File: src/hw/rtl/trdt_pkg.sv
package trdt_pkg;

    // Action codes carried by the input word.
    localparam logic [1:0] ACT_LOAD  = 2'd0;
    localparam logic [1:0] ACT_STEP  = 2'd1;
    localparam logic [1:0] ACT_CLEAR = 2'd2;
    localparam logic [1:0] ACT_NONE  = 2'd3;

    // Configuration register indexes.
    localparam logic [1:0] REG_WIDTH  = 2'd0;
    localparam logic [1:0] REG_HEIGHT = 2'd1;

    localparam logic [9:0] SCREEN_RESET = 10'd512;

    // One classified word as it waits between front and back.
    typedef struct packed {
        logic [1:0]         kind;
        logic signed [10:0] ax;
        logic signed [10:0] ay;
        logic signed [15:0] az;
        logic signed [10:0] bx;
        logic signed [10:0] by_coord;
        logic signed [15:0] bz;
        logic signed [10:0] cx;
        logic signed [10:0] cy;
        logic signed [15:0] cz;
        logic [8:0]         clear_x;
        logic [8:0]         clear_y;
    } cmd_t;

    // Control from the back part to the front part.
    typedef struct packed {
        logic pop;
        logic clearing;
    } back_ctl_t;

endpackage

File: src/hw/rtl/trdt_front.sv
module trdt_front #(
    parameter int MAX_WIDTH  = 512,
    parameter int MAX_HEIGHT = 512
) (
    input  logic               clk,
    input  logic               rst_n,
    input  logic               in_valid,
    output logic               in_stall,
    input  logic [1:0]         action,
    input  logic signed [10:0] ax,
    input  logic signed [10:0] ay,
    input  logic signed [15:0] az,
    input  logic signed [10:0] bx,
    input  logic signed [10:0] by_coord,
    input  logic signed [15:0] bz,
    input  logic signed [10:0] cx,
    input  logic signed [10:0] cy,
    input  logic signed [15:0] cz,
    input  logic [8:0]         clear_x,
    input  logic [8:0]         clear_y,
    input  trdt_pkg::back_ctl_t ctl,
    output logic               head_valid,
    output trdt_pkg::cmd_t     head
);

    trdt_pkg::cmd_t q_mem_reg [2];
    logic           wr_ptr_reg;
    logic           rd_ptr_reg;
    logic [1:0]     cnt_reg;
    logic           accept;
    logic           keep;
    logic           push;
    logic           pop;
    logic           clear_ok;

    assign in_stall = (cnt_reg == 2'd2) || ctl.clearing;
    assign accept   = in_valid && !in_stall;

    // Unused codes and clears outside the store are dropped here.
    assign clear_ok = (13'(clear_x) < 13'(MAX_WIDTH)) && (13'(clear_y) < 13'(MAX_HEIGHT));
    always_comb
    begin
        unique case (action)
            trdt_pkg::ACT_LOAD:  keep = 1'b1;
            trdt_pkg::ACT_STEP:  keep = 1'b1;
            trdt_pkg::ACT_CLEAR: keep = clear_ok;
            default:             keep = 1'b0;
        endcase
    end

    assign push       = accept && keep;
    assign pop        = ctl.pop && (cnt_reg != 2'd0);
    assign head_valid = (cnt_reg != 2'd0);
    assign head       = q_mem_reg[rd_ptr_reg];

    always_ff @(posedge clk)
    begin
        if (push)
        begin
            q_mem_reg[wr_ptr_reg] <= '{kind: action, ax: ax, ay: ay, az: az, bx: bx,
                                      by_coord: by_coord, bz: bz, cx: cx, cy: cy, cz: cz,
                                      clear_x: clear_x, clear_y: clear_y};
        end
    end

    always_ff @(posedge clk or negedge rst_n)
    begin
        if (!rst_n)
        begin
            wr_ptr_reg <= 1'b0;
            rd_ptr_reg <= 1'b0;
            cnt_reg    <= 2'd0;
        end
        else
        begin
            if (push)
            begin
                wr_ptr_reg <= !wr_ptr_reg;
            end
            if (pop)
            begin
                rd_ptr_reg <= !rd_ptr_reg;
            end
            cnt_reg <= cnt_reg + 2'(push) - 2'(pop);
        end
    end

endmodule

File: config.mk
export PLATFORM = sky130hd
export DESIGN_NAME = trdt_front
export DESIGN_NICKNAME = d
export VERILOG_FILES = /design/src/hw/rtl/trdt_pkg.sv /design/src/hw/rtl/trdt_front.sv
export SDC_FILE = /design/constraint.sdc
export NUM_CORES = 1
export LEC_CHECK = 0
export BUFFER_PORTS_ARGS = -buffer_cell sky130_fd_sc_hd__buf_4
export CAP_MARGIN = 20
export CORE_MARGIN = 2
export CORE_UTILIZATION = 28
export CTS_CLUSTER_SIZE = 25
export DETAILED_ROUTE_END_ITERATION = 8
export GPL_TIMING_DRIVEN = 0
export HOLD_SLACK_MARGIN = 0.03
export PLACE_DENSITY = 0.55
export SYNTH_ARGS = -nofsm -noshare
export SYNTH_HDL_FRONTEND = slang
export SYNTH_SLANG_ARGS = --single-unit
File: constraint.sdc
create_clock -name clk -period 10.2 [get_ports clk]
set_clock_uncertainty 0.1 [all_clocks]
set_input_delay 1.53 -clock clk [delete_from_list [all_inputs] [get_ports clk]]
set_output_delay 1.53 -clock clk [all_outputs]
set_load 0.01 [all_outputs]
# Word level (Yosys, flattened, before mapping)
# Memories as Yosys holds them, arrays and structs flattened.
# Cells that the tools add are included.
# Widths: inputs -> output; s select.
dict set report word_totals {
  regBits 4
  ramBits 268
  input_bits 139
  output_inout_bits 136
  elab_cells 22
  n_memories 1
}
dict set report op_classes {
  n_addsub 2
  eq_ne 3
  mux 3
  n_reduce_logical 10
}
# name words width rd rd_clocked_by_memory_dff write_ports line_no
set memory_table {}
lappend memory_table {q_mem_reg 2 134 1 0 1 trdt_front.sv:26} ;# trdt_pkg::cmd_t q_mem_reg [2];
# op n
set op_table {}
lappend op_table {{$eq 2x2->1 const B} 2}
lappend op_table {{$logic_and 1x1->1} 3}
lappend op_table {{$logic_not 1->1} 3}
lappend op_table {{$mux 1} 3}
lappend op_table {{$reduce_or 3->1} 1}
lappend op_table {{$add 2x1->2} 1}
lappend op_table {{$eq 2x1->1 const B} 1}
lappend op_table {{$logic_not 2->1} 1}
lappend op_table {{$reduce_bool 2->1} 1}
lappend op_table {{$sub 2x1->2} 1}
lappend op_table {{$logic_or 1x1->1} 1}

# Depth between registers and ports, before layout
# Gate-level depths: netlist of run 1.
dict set report logic_depth {
  depth_word 7
  ltp_mapped 7
  mapped_depth_nobuf 7
}

# Worst setup path before layout of run 1
# Ideal clock, no wire load.
dict set report synth_timing {
  path_kind {input -> register}
  startpoint {input port in_valid}
  endpoint {memory q_mem_reg[0][0] (netlist name) (enable)}
  setup_ns 0.629
  t_arrival_ns 7.590
  t_required_ns 9.471
  slack_ns 1.881
  stages 3
  path_buffers 0
  path_cell_list {a21bo_2 -> a211o_1 -> nor2_1}
}
dict set report synth_via {
  elab_chain_cells 4
}
# item line_no
set synth_lines {}
lappend synth_lines {{from (decl)} trdt_front.sv:7} ;# input logic in_valid,
lappend synth_lines {{$logic_and 1x1->1} trdt_front.sv:37} ;# assign accept = in_valid && !in_stall;
lappend synth_lines {{$logic_and 1x1->1} trdt_front.sv:51} ;# assign push = accept && keep;
lappend synth_lines {{$mux 1} trdt_front.sv:58} ;# if (push)
lappend synth_lines {{$mux 1 (implied by the code)} trdt_front.sv:60} ;# q_mem_reg[wr_ptr_reg] <= '{kind: action, ax: ax, ay: ay, az: az, bx: bx,
lappend synth_lines {{to (decl)} trdt_front.sv:26}
# No other way between the ends.

==> impl_metrics.prom, run 1 <==
# TYPE chip_impl_metric gauge
chip_impl_metric{name="final_layout_size_suffix_gt1_share",unit="%"} 61.5
chip_impl_metric{name="final_critical_path_share_of_the_clock_period",unit="%"} 35.2
chip_impl_metric{name="drc_errors",unit=""} 0
chip_impl_info{name="critical_path.endpoint_type",value="output pin"} 1
chip_impl_metric{name="wire_length_of_the_first_global_routing_pass",unit="um"} 32700
chip_impl_metric{name="antenna_found_initial",unit=""} 1
chip_impl_metric{name="max_slew.worst_pin.slew",unit="ns"} 0.656
chip_impl_metric{name="final_design_area_no_fill",unit="sq um"} 13900
chip_impl_metric{name="fp-row-count",unit=""} 69
chip_impl_info{name="hold_class",value="register to register"} 1
chip_impl_metric{name="layout_min_cycle_time",unit="ns"} 3.59
chip_impl_metric{name="cts_sinks",unit=""} 272
chip_impl_metric{name="grt_remaining_overflow",unit=""} 0
chip_impl_metric{name="chipWidth",unit="um"} 194
chip_impl_metric{name="final_antenna_net_count",unit=""} 0
chip_impl_metric{name="dr_wl_met3",unit="um"} 2150
chip_impl_metric{name="globalRouteTotalUtil",unit="%"} 11.4
chip_impl_metric{name="critical_path.max_fanout",unit=""} 10
chip_impl_metric{name="achievable-frequency",unit="GHz"} 0.279
chip_impl_metric{name="port-buffer-count",unit=""} 274
chip_impl_metric{name="largest_reg_flops",unit=""} 268
chip_impl_metric{name="core_area",unit="sq um"} 35500
chip_impl_info{name="worstHoldStart",value="cnt_reg[1]"} 1
chip_impl_metric{name="detail_route.wirelength",unit="um"} 22000
chip_impl_metric{name="ys_seq_area_share",unit="%"} 80.8
chip_impl_metric{name="dpl_cell_area",unit="sq um"} 13000
chip_impl_metric{name="antennaDiodeCount",unit=""} 0
chip_impl_metric{name="critPathRequiredTime",unit="ns"} 8.57
chip_impl_metric{name="worst_slack",unit="ns"} 6.61
chip_impl_info{name="cts_tree",value="done"} 1
chip_impl_info{name="root_buffer",value="clkbuf_16"} 1
chip_impl_metric{name="postSynthAreaPerCell",unit="sq um"} 23.1
chip_impl_info{name="setup.worst_path.start_class",value="register"} 1
chip_impl_metric{name="crit_path_max_incr_delay",unit="ns"} 0.34
chip_impl_info{name="critical_path_class",value="register to output pin"} 1
chip_impl_info{name="worst_flop_to_flop_path_startpoint",value="cnt_reg[0]"} 1
chip_impl_metric{name="ys_warn_count",unit=""} 0
chip_impl_metric{name="htreeDepth",unit=""} 1
chip_impl_metric{name="start_util",unit="%"} 28.4
chip_impl_metric{name="cts.reportedPaths.clkPinSlew",unit="ns"} 0.06
chip_impl_metric{name="reg2regPathDepth",unit=""} 5
chip_impl_metric{name="grt_pass1_vias",unit=""} 5454
chip_impl_metric{name="max-clock-path-buffers",unit=""} 3
chip_impl_metric{name="setup_fix_bufs_post_cts",unit=""} 0
chip_impl_metric{name="grt_start_max_net_pins",unit=""} 28
chip_impl_metric{name="dr_total_vias",unit=""} 5110
chip_impl_metric{name="vertical_extent_of_the_die",unit="um"} 194
chip_impl_metric{name="synth.ff_latch_count",unit=""} 272
chip_impl_metric{name="setup_viol_count_final",unit=""} 0
chip_impl_metric{name="globalplace.congestion",unit=""} 0.669
chip_impl_metric{name="synth_fp_nets",unit=""} 578
chip_impl_metric{name="setup.reg_to_reg.worst_slack",unit="ns"} 7.90
chip_impl_metric{name="total_of_hold_buffers_inserted_after_clock_tree_synthesis",unit=""} 0
chip_impl_metric{name="cell_count_after_synthesis",unit=""} 437
chip_impl_metric{name="clock_latency",unit="ns"} 0.55
chip_impl_info{name="uppermost_layer_routed",value="met5"} 1
chip_impl_info{name="worstReg2RegEnd",value="q_mem_reg[1][111]"} 1
chip_impl_metric{name="drt-initial-drc-count",unit=""} 209
chip_impl_metric{name="detail_route.vias_per_cell",unit=""} 4.13
chip_impl_info{name="grt_setup_unrepaired",value="no"} 1
chip_impl_info{name="crit_slowest_cell",value="dfrtp_1"} 1
chip_impl_info{name="worst_hold_endpoint",value="cnt_reg[1]"} 1
chip_impl_metric{name="synth.cell_area",unit="sq um"} 10100
chip_impl_metric{name="io_pins",unit=""} 275
chip_impl_metric{name="timing.final.max_slew_violations",unit=""} 0
chip_impl_info{name="cp_cell_sequence",value="buf_6 -> buf_6 -> buf_6 -> mux2_4 -> buf_4"} 1
chip_impl_metric{name="timing.hold.worst_path_depth",unit=""} 1
chip_impl_metric{name="critical_path_arrival",unit="ns"} 1.96
chip_impl_metric{name="leakage",unit="uW"} 0.00524
chip_impl_metric{name="synth.distinct_cells",unit=""} 16
chip_impl_metric{name="route.detailed.wl_per_inst",unit="um"} 17.8
chip_impl_metric{name="dp_hpwl",unit="um"} 15300
chip_impl_info{name="crit_top_cell",value="buf_6"} 1
chip_impl_metric{name="drv.max_cap_violation_count",unit=""} 0
chip_impl_metric{name="nets",unit=""} 896
chip_impl_metric{name="die-area",unit="sq um"} 37500
chip_impl_metric{name="cts_made_buffers",unit=""} 30
chip_impl_metric{name="hold_viol",unit=""} 0
chip_impl_metric{name="power.density_cell_area",unit="nW/um^2"} 247
chip_impl_metric{name="ir_worst_vdd",unit="mV"} 0.148
chip_impl_metric{name="area_growth",unit="%"} 38.1
chip_impl_info{name="status",value="finished, final reports clean"} 1
chip_impl_metric{name="drt_pass1_iterations",unit=""} 4
chip_impl_metric{name="ctsResizeCount",unit=""} 0
chip_impl_metric{name="worst_slew_margin_rel",unit="%"} 56.2
chip_impl_metric{name="power",unit="uW"} 3440
chip_impl_metric{name="met2RoutedLength",unit="um"} 10900
chip_impl_metric{name="pre_cts_ws",unit="ns"} 6.50
chip_impl_metric{name="met1_length",unit="um"} 8460
-- worst max-delay path, delay by kind of cell, from the launching register on --
kind	cells	cell delay, ns
buf+inv	4	0.74
flops	1	0.34
mux	1	0.31
-- worst max path at each step --
stage / from / to / cells after the start / slack (ns)
4_1_cts: rd_ptr_reg / head[99] / 5 / 6.49
2_1_floorplan: in_valid / q_mem_reg[0][0] / 3 / 1.88
3_5_place_dp: action[1] / q_mem_reg[1][111] / 6 / 6.50
3_3_place_gp: action[1] / q_mem_reg[1][91] / 4 / -2.53
6_report: rd_ptr_reg / head[99] / 5 / 6.61
5_1_grt: rd_ptr_reg / head[99] / 5 / 6.49
-- layout by cell type (no fill, tap or decap), drive strengths merged --
cell type,netlist,final
inv,3,3
xor2,1,1
and2,1,1
clkinv,0,13
clkbuf,0,39
a21o,1,1
buf,15,301
nor2,2,2
clkinvlp,0,1
a211o,1,1
dfrtp,4,4
a21bo,1,1
edfxtp,268,268
xnor2,3,3
ha,2,2
or2,1,1
bufinv,0,1
mux2,134,134
-- power by group --
group | internal, uW | switching, uW
Clock | 576 | 418
Combinational | 579 | 483
Sequential | 1350 | 26.3
Total | 2510 | 927
-- routing by layer --
layer / GRT usage, % / vias up
met5: 0 / -
met4: 2.83 / 2
met3: 5.01 / 31
met2: 19.4 / 181
met1: 13.2 / 2521
li1: - / 2375
-- through the flow --
| stage | hold WS (ns) | std cells | TNS (ns) | util (%) |
|---|---|---|---|---|
| 3_5_place_dp | 0.430 | 1184 | 0 | 36.7 |
| 5_1_grt | 0.477 | 1238 | 0 | 39.2 |
| 3_3_place_gp | 0.384 | 1172 | -674.91 | 35.8 |
| 2_1_floorplan | 0.368 | 437 | 0 | - |
| 4_1_cts | 0.447 | 1238 | 0 | 39.2 |
| 6_report | 0.440 | 1238 | 0 | 39.2 |
-- final cells by class --
cell class	instances	area, sq um
fillers	3284	21600
flip-flops and latches	272	8150
inverters	3	11.3
clock inverters	15	97.6
clock buffers	39	806
multi-input cells	147	1820
repair buffers	286	2340
well taps	461	577
plain buffers	15	119
-- cell usage after synthesis, drive strengths merged --
| master | number | area, sq um |
|---|---|---|
| a211o | 1 | 8.76 |
| a21bo | 1 | 10.0 |
| a21o | 1 | 7.51 |
| and2 | 1 | 6.26 |
| buf | 15 | 119 |
| dfrtp | 4 | 100 |
| edfxtp | 268 | 8050 |
| ha | 2 | 25.0 |
| inv | 3 | 11.3 |
| mux2 | 134 | 1700 |
| nor2 | 2 | 7.51 |
| or2 | 1 | 6.26 |
| xnor2 | 3 | 26.3 |
| xor2 | 1 | 8.76 |
-- cell families (layout without fill, tap and decap cells) --
group	Yosys count	after routing	share of synthesized area (%)
flops	272	272	80.8
simple gates	4	4	0.199
buf+inv	18	358	1.29
xor+xnor	4	4	0.348
mux	134	134	16.8
compound gates	3	3	0.261
fa+ha+maj	2	2	0.248
Power figures use the tool's default switching activity.
==> run 2, diff against run 1 <==
- clock period: 10.2 -> 3.4 ns (I/O delays scaled with it)
==> run 2 against run 1 <==
Sequential cell count unchanged. Critical path type is now input pin to register. Largest cell class unchanged. Combinational power rose to 3.1 times the previous value. Global-route usage down 0.27 points. Sequential share of layout area down 4.9 points. Non-clock buffer count up 132. Critical path depth up 3. Critical endpoint is now q_mem_reg[0][80]. Worst hold slack worse by 0.38 ns. Register-to-register slack worse by 6.9 ns. Routed wire length down 1.4%. Final cell count up 11%. Utilization up 3.6 points. Sequential power rose to 3.0 times the previous value.
==> impl_metrics.prom, run 2 (synthesis gave the netlist of run 1 again) <==
# TYPE chip_impl_metric gauge
chip_impl_metric{name="setup_viol_count_final",unit=""} 0
chip_impl_metric{name="dp_hpwl",unit="um"} 14700
chip_impl_metric{name="final_critical_path_share_of_the_clock_period",unit="%"} 82.2
chip_impl_info{name="commonest_non_fill_non_tap_cell_in_the_layout",value="buf_4"} 1
chip_impl_info{name="critical_path_class",value="input pin to register"} 1
chip_impl_metric{name="area_growth",unit="%"} 50.8
chip_impl_metric{name="drv.max_cap_violation_count",unit=""} 0
chip_impl_metric{name="cts_made_buffers",unit=""} 30
chip_impl_metric{name="chipWidth",unit="um"} 194
chip_impl_metric{name="final_design_area_no_fill",unit="sq um"} 15200
chip_impl_info{name="setup.worst_path.start_class",value="input pin"} 1
chip_impl_metric{name="largest_reg_flops",unit=""} 268
chip_impl_info{name="most-common-layout-cells",value="buf_4, edfxtp_1, dlygate4sd3_1"} 1
chip_impl_metric{name="final_layout_size_suffix_gt1_share",unit="%"} 52.4
chip_impl_metric{name="final_core_utilization",unit="%"} 42.8
chip_impl_metric{name="power.density_cell_area",unit="nW/um^2"} 679
chip_impl_metric{name="die-area",unit="sq um"} 37500
chip_impl_metric{name="start_util",unit="%"} 28.4
chip_impl_info{name="hold_class",value="input pin to register"} 1
chip_impl_metric{name="antenna_found_initial",unit=""} 2
chip_impl_metric{name="max_slew.worst_pin.slew",unit="ns"} 0.581
chip_impl_metric{name="leakage",unit="uW"} 0.00576
chip_impl_metric{name="io_pins",unit=""} 275
chip_impl_metric{name="timing.final.max_slew_violations",unit=""} 0
chip_impl_info{name="worstHoldStart",value="ay[9]"} 1
chip_impl_info{name="critical_path.endpoint_type",value="register"} 1
chip_impl_metric{name="port-buffer-count",unit=""} 274
chip_impl_metric{name="drt-initial-drc-count",unit=""} 224
chip_impl_metric{name="critical_path_arrival",unit="ns"} 2.93
chip_impl_metric{name="detail_route.vias_per_cell",unit=""} 4.05
chip_impl_metric{name="wire_length_of_the_first_global_routing_pass",unit="um"} 33000
chip_impl_metric{name="dpl_cell_area",unit="sq um"} 13000
chip_impl_metric{name="drt_pass1_iterations",unit=""} 4
chip_impl_info{name="root_buffer",value="clkbuf_16"} 1
chip_impl_metric{name="htreeDepth",unit=""} 1
chip_impl_metric{name="vertical_extent_of_the_die",unit="um"} 194
chip_impl_metric{name="hold_viol",unit=""} 0
chip_impl_info{name="status",value="finished, final reports clean"} 1
chip_impl_info{name="grt_setup_unrepaired",value="no"} 1
chip_impl_metric{name="place.detailed.instances",unit=""} 1182
chip_impl_metric{name="final_antenna_net_count",unit=""} 0
chip_impl_info{name="cts_tree",value="done"} 1
chip_impl_metric{name="fp-row-count",unit=""} 69
chip_impl_metric{name="globalplace.congestion",unit=""} 0.648
chip_impl_metric{name="dr_total_vias",unit=""} 5558
chip_impl_metric{name="ir_worst_vdd",unit="mV"} 0.527
chip_impl_metric{name="ctsResizeCount",unit=""} 0
chip_impl_metric{name="cts.reportedPaths.clkPinSlew",unit="ns"} 0.06
chip_impl_metric{name="route.detailed.wl_per_inst",unit="um"} 15.8
chip_impl_metric{name="critPathRequiredTime",unit="ns"} 3.54
chip_impl_metric{name="detail_route.wirelength",unit="um"} 21700
chip_impl_metric{name="grt_pass1_vias",unit=""} 6001
chip_impl_metric{name="post_layout_nonfiller_instances",unit=""} 1372
chip_impl_info{name="worst_flop_to_flop_path_startpoint",value="cnt_reg[1]"} 1
chip_impl_metric{name="grt_start_max_net_pins",unit=""} 30
chip_impl_metric{name="nets",unit=""} 1028
chip_impl_info{name="launch_point_of_the_worst_path",value="action[0]"} 1
chip_impl_metric{name="achievable-frequency",unit="GHz"} 0.358
chip_impl_metric{name="globalRouteTotalUtil",unit="%"} 11.1
chip_impl_metric{name="critical_path.max_fanout",unit=""} 29
chip_impl_metric{name="core_area",unit="sq um"} 35500
chip_impl_metric{name="max-clock-path-buffers",unit=""} 3
chip_impl_metric{name="grt_remaining_overflow",unit=""} 0
chip_impl_metric{name="worst_slew_margin_rel",unit="%"} 61.1
chip_impl_metric{name="drc_errors",unit=""} 0
chip_impl_metric{name="clock_latency",unit="ns"} 0.57
chip_impl_metric{name="power",unit="uW"} 10300
chip_impl_metric{name="cts_sinks",unit=""} 272
chip_impl_metric{name="layout_min_cycle_time",unit="ns"} 2.80
[run 2: cell types whose count changed in the layout (fill, tap and decap cells not counted), sizes merged]
cell / previous run / this run
buf: 301 / 299
clkbuf: 39 / 37
clkinv: 13 / 15
diode: 0 / 2
dlygate4sd3: 0 / 134
[run 2: repair_timing]
| item | CTS | global route |
|---|---|---|
| hold buffers | 133 | 1 |
| setup buffers | 0 | 0 |
| endpoints found under the hold margin | 267 | 2 |
[run 2: path summary, 6_finish.rpt]
check / to / slack (ns) / depth (start not counted)
setup / recovery: q_mem_reg[0][80] / 0.60 / 8
hold / removal: q_mem_reg[1][119] / 0.06 / 1
setup reg to reg: q_mem_reg[0][80] / 0.96 / 5
hold reg to reg: cnt_reg[0] / 0.42 / 1
max in group asynchronous: cnt_reg[0] / 2.92 / 2
min in group asynchronous: cnt_reg[1] / 0.17 / 2
[run 2: layout make-up]
cell class	count	area, sq um
fill	3182	20300
sequential	272	8150
timing repair buffer	418	3610
multi-input combinational	147	1830
clock buffer	37	777
tap	461	577
buffer	15	119
clock inverter	17	116
inverter	3	11.3
antenna	2	5.00
[run 2: critical path, cell delays in order]
cell,delay (ns)
dlygate4sd3_1,0.55
buf_4,0.15
a21bo_4,0.21
a211o_4,0.31
nor2_4,0.49
buf_16,0.23
buf_12,0.21
buf_12,0.22
[run 2: per-stage QoR]
step           setup slack, ns  hold slack [ns]  TNS [ns]
5_1_grt                  0.514           0.0313         0
2_1_floorplan           -0.141            0.114    -35.10
3_3_place_gp             -1.70            0.213   -447.44
4_1_cts                  0.584           0.0300         0
6_report                 0.605           0.0641         0
3_5_place_dp             0.572            0.214         0
[run 2: report_power, final]
group / internal (uW) / total, uW / switching [uW] / leakage, uW
logic: 1820 / 3260 / 1440 / 0.00285
registers: 4060 / 4140 / 78.2 / 0.00248
clock network: 1680 / 2920 / 1230 / 0.000433
total: 7560 / 10300 / 2750 / 0.00576
[run 2: metal layers]
layer | global-route usage, % | wire (um)
met2 | 19.3 | 10800
met4 | 2.86 | 419
met5 | 0 | 0
met1 | 12.8 | 8550
met3 | 4.47 | 1980
